<file path="config.mk">
export PLATFORM = sky130hd
export DESIGN_NAME = exp_golomb_bit_writer
export DESIGN_NICKNAME = d
export VERILOG_FILES = /design/src/rtl/egbw_pkg.sv /design/src/rtl/exp_golomb_bit_writer.sv /design/src/rtl/egbw_front.sv /design/src/rtl/egbw_queue.sv /design/src/rtl/egbw_back.sv
export SDC_FILE = /design/constraint.sdc
export NUM_CORES = 1
export LEC_CHECK = 0
export ABC_CLOCK_PERIOD_IN_PS = 13620
export BUFFER_PORTS_ARGS = -buffer_cell sky130_fd_sc_hd__buf_2
export CAP_MARGIN = 10
export CORE_MARGIN = 4
export CORE_UTILIZATION = 44
export DETAILED_ROUTE_END_ITERATION = 8
export RECOVER_POWER = 25
export SLEW_MARGIN = 40
export SYNTH_ARGS = -nofsm -noshare
export SYNTH_HDL_FRONTEND = slang
export SYNTH_SLANG_ARGS = --single-unit
</file>
<file path="constraint.sdc">
create_clock -name clk -period 13.62 [get_ports clk]
set_input_delay 2.043 -clock clk [delete_from_list [all_inputs] [get_ports clk]]
set_output_delay 2.043 -clock clk [all_outputs]
set_load 0.005 [all_outputs]
</file>
<file path="src/rtl/egbw_pkg.sv">
// Shared types and constants for the Exp-Golomb bit writer.
`default_nettype none

package egbw_pkg;

	localparam logic [2:0] OP_FIXED = 3'd0;
	localparam logic [2:0] OP_UE    = 3'd1;
	localparam logic [2:0] OP_SE    = 3'd2;
	localparam logic [2:0] OP_TRAIL = 3'd3;
	localparam logic [2:0] OP_NAL   = 3'd4;

	localparam logic [23:0] START_CODE  = 24'h000001;
	localparam logic [5:0]  MAX_FIELD_W = 6'd32;
	localparam logic [31:0] CODE_MAX    = 32'hFFFF_FFFF;

	typedef struct packed {
		logic        align;
		logic [63:0] bits;
		logic [6:0]  nbits;
	} egbw_entry_t;

endpackage

`default_nettype wire

</file>
<file path="src/rtl/exp_golomb_bit_writer.sv">
// Top level of the MSB-first Exp-Golomb bit writer for H.264 headers.
//
// Input channel (in_valid / in_stall): one beat is one write: a fixed field
// of 0..32 bits, ue(v), se(v), RBSP trailing bits, or start code plus NAL
// header. Output channel (out_valid / out_stall): one beat per completed
// byte, first written bit in bit 7; last marks the final byte of a write.
// Bits that do not complete a byte stay in the partial byte for later writes.
// A write passes through front-end stages s1 and s2, the queue and the
// output byte register. The front end takes one write per cycle unless it
// backs up onto in_stall; the packer emits one byte per cycle unless the
// output stalls. It works through a write byte by byte and leaves bits that
// complete no byte in the partial byte; a write with no bits is dropped in
// the front end and costs the packer nothing. The packer rate sets the
// sustained throughput; the queue absorbs bursts of short writes.
// Reset clears the partial byte, the fill count, the queue and all valids.
// A stalled output beat holds; the packer then stops at its next byte while
// the front end keeps filling the queue until it backs up onto in_stall.
`default_nettype none

module exp_golomb_bit_writer import egbw_pkg::*; #(
	parameter int QUEUE_DEPTH = 4
) (
	input  wire logic        clk,
	input  wire logic        arst_n,
	input  wire logic        in_valid,
	output logic             in_stall,
	input  wire logic [2:0]  op,
	input  wire logic [31:0] value,
	input  wire logic [5:0]  field_width,
	input  wire logic [1:0]  ref_idc,
	input  wire logic [4:0]  unit_type,
	output logic             out_valid,
	input  wire logic        out_stall,
	output logic [7:0]       out_byte,
	output logic             last
);

	logic        push;
	logic        pop;
	logic        full;
	logic        empty;
	egbw_entry_t push_entry;
	egbw_entry_t head;

	egbw_front u_front (
		.clk         (clk),
		.arst_n      (arst_n),
		.in_valid    (in_valid),
		.in_stall    (in_stall),
		.op          (op),
		.value       (value),
		.field_width (field_width),
		.ref_idc     (ref_idc),
		.unit_type   (unit_type),
		.push        (push),
		.push_entry  (push_entry),
		.full        (full)
	);

	egbw_queue #(
		.DEPTH (QUEUE_DEPTH)
	) u_queue (
		.clk        (clk),
		.arst_n     (arst_n),
		.push       (push),
		.push_entry (push_entry),
		.full       (full),
		.pop        (pop),
		.head       (head),
		.empty      (empty)
	);

	egbw_back u_back (
		.clk       (clk),
		.arst_n    (arst_n),
		.head      (head),
		.empty     (empty),
		.pop       (pop),
		.out_valid (out_valid),
		.out_stall (out_stall),
		.out_byte  (out_byte),
		.last      (last)
	);

endmodule

`default_nettype wire

</file>
<file path="src/rtl/egbw_front.sv">
// Front end: accepts writes, maps them to left-aligned bit strings.
`default_nettype none

module egbw_front import egbw_pkg::*; (
	input  wire logic        clk,
	input  wire logic        arst_n,
	input  wire logic        in_valid,
	output logic             in_stall,
	input  wire logic [2:0]  op,
	input  wire logic [31:0] value,
	input  wire logic [5:0]  field_width,
	input  wire logic [1:0]  ref_idc,
	input  wire logic [4:0]  unit_type,
	output logic             push,
	output egbw_entry_t      push_entry,
	input  wire logic        full
);

	logic        valid_s1;
	logic [2:0]  op_s1;
	logic [31:0] value_s1;
	logic [5:0]  width_s1;
	logic [1:0]  ref_idc_s1;
	logic [4:0]  unit_type_s1;

	logic        valid_s2;
	logic        keep_s2;
	logic        align_s2;
	logic        golomb_s2;
	logic [31:0] word_s2;
	logic [5:0]  n_s2;

	logic        ready_s2;
	logic        ready_s1;

	logic        keep_d;
	logic        align_d;
	logic        golomb_d;
	logic [31:0] word_d;
	logic [5:0]  n_d;

	logic [5:0]  len;
	logic [6:0]  nbits;
	logic [6:0]  shamt;

	assign ready_s2 = !valid_s2 || !full;
	assign ready_s1 = !valid_s1 || ready_s2;
	assign in_stall = !ready_s1;

	always_comb begin
		logic [5:0]  w;
		logic [32:0] mask;
		logic [31:0] mag;
		w        = (width_s1 > MAX_FIELD_W) ? MAX_FIELD_W : width_s1;
		mask     = (33'd1 << w) - 33'd1;
		mag      = ~value_s1 + 32'd1;
		keep_d   = 1'b1;
		align_d  = 1'b0;
		golomb_d = 1'b0;
		word_d   = '0;
		n_d      = '0;
		unique case (op_s1)
			OP_FIXED: begin
				word_d = value_s1 & mask[31:0];
				n_d    = w;
			end
			OP_UE: begin
				golomb_d = 1'b1;
				word_d   = (value_s1 == CODE_MAX) ? CODE_MAX : value_s1 + 32'd1;
			end
			OP_SE: begin
				golomb_d = 1'b1;
				if (value_s1[31]) begin
					word_d = mag[31] ? CODE_MAX : {mag[30:0], 1'b1};
				end else if (value_s1 == 32'd0) begin
					word_d = 32'd1;
				end else begin
					word_d = {value_s1[30:0], 1'b0};
				end
			end
			OP_TRAIL: begin
				align_d = 1'b1;
			end
			OP_NAL: begin
				word_d = {START_CODE, 1'b0, ref_idc_s1, unit_type_s1};
				n_d    = MAX_FIELD_W;
			end
			default: begin
				keep_d = 1'b0;
			end
		endcase
	end

	always_ff @(posedge clk or negedge arst_n) begin
		if (!arst_n) begin
			valid_s1 <= 1'b0;
			valid_s2 <= 1'b0;
		end else begin
			if (ready_s1) begin
				valid_s1 <= in_valid;
			end
			if (ready_s2) begin
				valid_s2 <= valid_s1;
			end
		end
	end

	always_ff @(posedge clk) begin
		if (ready_s1 && in_valid) begin
			op_s1        <= op;
			value_s1     <= value;
			width_s1     <= field_width;
			ref_idc_s1   <= ref_idc;
			unit_type_s1 <= unit_type;
		end
		if (ready_s2 && valid_s1) begin
			keep_s2   <= keep_d;
			align_s2  <= align_d;
			golomb_s2 <= golomb_d;
			word_s2   <= word_d;
			n_s2      <= n_d;
		end
	end

	always_comb begin
		len = 6'd1;
		for (int i = 0; i < 32; i++) begin
			if (word_s2[i]) begin
				len = 6'(i + 1);
			end
		end
	end

	assign nbits = golomb_s2 ? ({len, 1'b0} - 7'd1) : {1'b0, n_s2};
	assign shamt = 7'd64 - nbits;

	assign push_entry.align = align_s2;
	assign push_entry.bits  = {32'd0, word_s2} << shamt[5:0];
	assign push_entry.nbits = nbits;
	assign push = valid_s2 && !full && keep_s2 && (align_s2 || nbits != 7'd0);

endmodule

`default_nettype wire

</file>
<file path="src/rtl/egbw_queue.sv">
// Short queue of bit-string entries between the front and back ends.
`default_nettype none

module egbw_queue import egbw_pkg::*; #(
	parameter int DEPTH = 4
) (
	input  wire logic         clk,
	input  wire logic         arst_n,
	input  wire logic         push,
	input  wire egbw_entry_t  push_entry,
	output logic              full,
	input  wire logic         pop,
	output egbw_entry_t       head,
	output logic              empty
);

	localparam int PW = $clog2(DEPTH);
	localparam int CW = $clog2(DEPTH + 1);
	localparam logic [PW-1:0] LAST_PTR = PW'(DEPTH - 1);
	localparam logic [CW-1:0] FULL_CNT = CW'(DEPTH);

	egbw_entry_t   mem_q [DEPTH];
	logic [PW-1:0] wr_ptr_q;
	logic [PW-1:0] rd_ptr_q;
	logic [CW-1:0] count_q;

	assign full  = (count_q == FULL_CNT);
	assign empty = (count_q == '0);
	assign head  = mem_q[rd_ptr_q];

	always_ff @(posedge clk or negedge arst_n) begin
		if (!arst_n) begin
			wr_ptr_q <= '0;
			rd_ptr_q <= '0;
			count_q  <= '0;
		end else begin
			if (push) begin
				wr_ptr_q <= (wr_ptr_q == LAST_PTR) ? '0 : wr_ptr_q + PW'(1);
			end
			if (pop) begin
				rd_ptr_q <= (rd_ptr_q == LAST_PTR) ? '0 : rd_ptr_q + PW'(1);
			end
			if (push && !pop) begin
				count_q <= count_q + CW'(1);
			end else if (pop && !push) begin
				count_q <= count_q - CW'(1);
			end
		end
	end

	always_ff @(posedge clk) begin
		if (push) begin
			mem_q[wr_ptr_q] <= push_entry;
		end
	end

	a_no_overflow: assert property (@(posedge clk) disable iff (!arst_n)
		full |-> !push) else $error("push into full queue");
	a_no_underflow: assert property (@(posedge clk) disable iff (!arst_n)
		empty |-> !pop) else $error("pop from empty queue");

endmodule

`default_nettype wire

</file>
<file path="src/rtl/egbw_back.sv">
// Back end: packs queued bit strings into bytes and drives the output beat.
`default_nettype none

module egbw_back import egbw_pkg::*; (
	input  wire logic        clk,
	input  wire logic        arst_n,
	input  wire egbw_entry_t head,
	input  wire logic        empty,
	output logic             pop,
	output logic             out_valid,
	input  wire logic        out_stall,
	output logic [7:0]       out_byte,
	output logic             last
);

	logic [7:0]  part_q;
	logic [2:0]  fill_q;
	logic        active_q;
	logic [63:0] work_bits_q;
	logic [6:0]  work_nbits_q;
	logic        out_valid_q;
	logic [7:0]  out_byte_q;
	logic        last_q;

	logic        have;
	logic        cur_align;
	logic [63:0] cur_bits;
	logic [6:0]  cur_nbits;
	logic [3:0]  space;
	logic [3:0]  k;
	logic [3:0]  nfill;
	logic [6:0]  rem_next;
	logic [7:0]  merged;
	logic [7:0]  emit_byte;
	logic        emit;
	logic        emit_last;
	logic        done;
	logic        out_ok;
	logic        go;

	assign have      = active_q || !empty;
	assign cur_align = !active_q && head.align;
	assign cur_bits  = active_q ? work_bits_q : head.bits;
	assign cur_nbits = active_q ? work_nbits_q : head.nbits;

	assign space    = 4'd8 - {1'b0, fill_q};
	assign k        = (cur_nbits < {3'd0, space}) ? cur_nbits[3:0] : space;
	assign nfill    = {1'b0, fill_q} + k;
	assign rem_next = cur_nbits - {3'd0, k};
	assign merged   = part_q | (cur_bits[63:56] >> fill_q);

	always_comb begin
		if (cur_align) begin
			emit_byte = part_q | (8'h80 >> fill_q);
			emit      = 1'b1;
			emit_last = 1'b1;
			done      = 1'b1;
		end else begin
			emit_byte = merged;
			emit      = (nfill == 4'd8);
			emit_last = (rem_next < 7'd8);
			done      = (rem_next == 7'd0);
		end
	end

	assign out_ok = !out_valid_q || !out_stall;
	assign go     = have && (!emit || out_ok);
	assign pop    = go && !active_q;

	always_ff @(posedge clk or negedge arst_n) begin
		if (!arst_n) begin
			part_q      <= '0;
			fill_q      <= '0;
			active_q    <= 1'b0;
			out_valid_q <= 1'b0;
		end else begin
			if (go) begin
				part_q   <= emit ? 8'd0 : merged;
				fill_q   <= emit ? 3'd0 : nfill[2:0];
				active_q <= !done;
			end
			if (out_ok) begin
				out_valid_q <= go && emit;
			end
		end
	end

	always_ff @(posedge clk) begin
		if (go && !done) begin
			work_bits_q  <= cur_bits << k;
			work_nbits_q <= rem_next;
		end
		if (go && emit) begin
			out_byte_q <= emit_byte;
			last_q     <= emit_last;
		end
	end

	assign out_valid = out_valid_q;
	assign out_byte  = out_byte_q;
	assign last      = last_q;

	a_work_nonempty: assert property (@(posedge clk) disable iff (!arst_n)
		active_q |-> work_nbits_q != 7'd0) else $error("active entry with no bits");
	a_emit_shows: assert property (@(posedge clk) disable iff (!arst_n)
		(go && emit) |=> out_valid_q) else $error("emitted byte not presented");

endmodule

`default_nettype wire
</file>
==> metrics <==
cell repeated most along the worst path=mux2i_1; yosys warns=0; fin crit period=about 7.4 ns; chip height=about 260 um; Hold Crit Start=u_back.part_q[6]$_DFFE_PN0P_; commonest non-fill, non-tap cells in the layout=edfxtp_1, mux2i_1, nand2_1; share of layout cells above drive strength 1=0.1593; CP Capture Type=register; total gr overflow=0; Pwr Density=287.4 nW/um^2; Main synth FF type=edfxtp_1; H-tree levels=2; FP Rows=90; startpoint type of the worst setup path=register; Post-DP Area=27890 sq um; commonest non-fill, non-tap cell in the layout=edfxtp_1; vias post-DR=18897; RR Startpoint=u_front.golomb_s2$_DFFE_PP_; vias in the first global route=18439; library cells used by synthesis=90; CP required=13.94 ns; Longest Clk Path Bufs=3; Iter 0 DRT Violations=approximately 1800; FILL cells=5281; Min-Delay Path Class=register to register; Final nets=about 2300; Final ANT Viol Nets=0; CP Cell Sequence=or2_0 -> inv_1 -> ha_1 -> mux2i_1 -> mux2i_1 -> nand2_1 -> o21ai_0 -> mux2_2 -> o22ai_1; period utilization=0.5434; Post-Syn Instances=2271; Data arrival, critical path=7.72 ns; WL per Instance=roughly 24 um; final hold vios=0; hold_buf cts=0; GRT Resource Usage Total=0.2233; Port-buffer cells=62; first-pass GRT wire length=112500 um; CTS tree=yes; clock-pin slew on the worst setup and hold paths=approximately 0.060 ns; Least-Margin Pin Slew=3.134 ns; Slew Limit Headroom=-1.089; Leak=0.01082 uW; final setup fails=0; TNS Setup=0 ns; Post-synth EDFFs=457; Vias per Instance=approximately 6; CTS resizes=0; DRC violations left=0; failing checks=capacitance limit, slew limit; Skew-Pair Late Insertion Delay=~0.62 ns; status=finished with violations; area grow syn2layout=9.818%; cell area after layout=29540 sq um; CP Max Fanout=38; clk sinks=about 480; Core Box Area=approximately 60000 sq um; largest net degree at the start of global routing=72; Die Span X=between 200 and 300 um; ant diodes=0; critical setup path kind=register to register; Initial Util=0.4449; worst slack, placed=roughly 7.3 ns; number of max-cap violations=5; Slowest Stage Delay on Critical Path=2.29 ns; Worst Setup SP=u_front.golomb_s2$_DFFE_PP_; setup repair after global routing missed its margin=no; Avg Inst Size Synth=11.85 sq um; CP max-delay cell=or2_0; DRT Pass-1 Iters=7; CTS Buf Count=53; Root Buffer=clkbuf_16; worst clock skew=0.04174 ns; Final WS setup=about 6.2 ns; Ports=63; Final GP Congestion=a little under 0.9; Seq/Total Area, Yosys=0.5306; maximum vdd drop=around 0.16 mV; antenna violations before repair=1; HPWL Detailed=about 50000 um; Post-CTS Setup Bufs=0; #FFs+latches synth=479; count of pins over their slew limit=181; Max Freq=135.1 MHz; asr flop ratio synth=0.04593; Die ar.=65160 sq um; Post-Route WL=73340 um; Mapped Area=26900 sq um
==> worst paths after layout <==
| check | endpoint | slack, ns | cells after the start |
|---|---|---|---|
| max | u_queue.mem_q[3][67]$_DFFE_PP_ | 6.22 | 9 |
| min | u_back.part_q[6]$_DFFE_PN0P_ | 0.51 | 2 |
| max reg2reg | u_queue.mem_q[3][67]$_DFFE_PP_ | 6.22 | 9 |
| min reg2reg | u_back.part_q[6]$_DFFE_PN0P_ | 0.51 | 2 |
| max in group asynchronous | u_back.active_q$_DFFE_PN0P_ | 10.97 | 1 |
| min in group asynchronous | u_back.part_q[7]$_DFFE_PN0P_ | 1.71 | 1 |
==> cell type report <==
cell class | instances | area, sq um | share of cell area
Clock buffer | 58 | 1366 | 0.04625
Clock inverter | 39 | 390.4 | 0.01321
Inverter | 38 | 142.6 | 0.004828
Multi-Input combinational cell | 1591 | 11790 | 0.3990
Sequential cell | 479 | 14280 | 0.4834
Tap cell | 782 | 978.4 | 0.03312
Timing Repair Buffer | 99 | 596.8 | 0.02020
==> critical path: cells and delay by family, from the launching register on <==
family,cells,cell delay (ns)
and+or+nand+nor,2,2.37
adders and majority gates,1,1.73
muxes,3,0.99
AOI/OAI and AO/OA,2,0.77
DFF,1,0.64
buffers and inverters,1,0.59
==> kinds of logic (layout without fill, tap and decap cells) <==
family                   after synthesis  in the layout  synth area share
other                                  1              4         0.0001394
adder cells (fa/ha/maj)               30             30           0.01479
flip-flops                           479            479            0.5306
AND/OR/NAND/NOR                      662            662            0.1162
XOR/XNOR                              25             25          0.008139
AO/OA/AOI/OAI                        487            487            0.1158
multiplexers                         383            383            0.1811
buffers and inverters                204            234           0.03330
==> report_power, final <==
group,switching [uW],internal (uW)
logic,2820,1630
clock network,596,856
registers,236,2350
==> sequential cells by signal (all words and copies together) (netlist names), 3 cells and up <==
name / cells
u_back.part_q: 8
u_front.n_s2: 6
u_front.word_s2: 32
u_front.width_s1: 6
u_back.out_byte: 8
u_front.unit_type_s1: 5
u_back.work_nbits_q: 7
u_queue.count_q: 3
u_back.work_bits_q: 64
u_front.op_s1: 3
u_front.value_s1: 32
u_back.fill_q: 3
u_queue.mem_q: 288
==> Yosys cell counts, drive strengths merged (13+ instances only) <==
cell type | instances | area share
clkbuf | 96 | 0.013
o21a | 16 | 0.0045
nor4 | 19 | 0.0058
mux2i | 229 | 0.085
a21o | 17 | 0.0047
inv | 36 | 0.0050
xnor2 | 13 | 0.0042
buf | 70 | 0.015
ha | 27 | 0.013
nand3 | 49 | 0.0093
a31oi | 35 | 0.0081
or3 | 18 | 0.0042
nor3 | 56 | 0.011
dfrtp | 22 | 0.020
a22oi | 14 | 0.0039
a21oi | 87 | 0.016
a211oi | 16 | 0.0047
mux4 | 74 | 0.062
edfxtp | 457 | 0.51
nor2 | 207 | 0.029
nand2 | 209 | 0.029
o22ai | 89 | 0.021
o21ai | 116 | 0.022
mux2 | 80 | 0.034
o31ai | 30 | 0.0084
==> through the flow <==
step                total power, uW  hold WS (ns)  utilization  std cells
CTS                            8494        0.5080       0.4903       3085
global placement               6954        0.4865       0.4596       2984
global route                   9003        0.5261       0.4886       3086
detailed placement             7029        0.4903       0.4613       2988
finish                         8492        0.5051       0.4886       3086
floorplan                      5761        0.4545            -       2274
==> routing by layer <==
| layer | GRT usage | vias to the layer above | routed length (um) |
|---|---|---|---|
| li1 | - | 8740 | - |
| met1 | 0.3130 | 9468 | 32560 |
| met2 | 0.3710 | 575 | 35340 |
| met3 | 0.02540 | 112 | 3353 |
| met4 | 0.06469 | 2 | 2072 |
| met5 | 0 | - | 13 |
(Power assumes the default switching activity.)
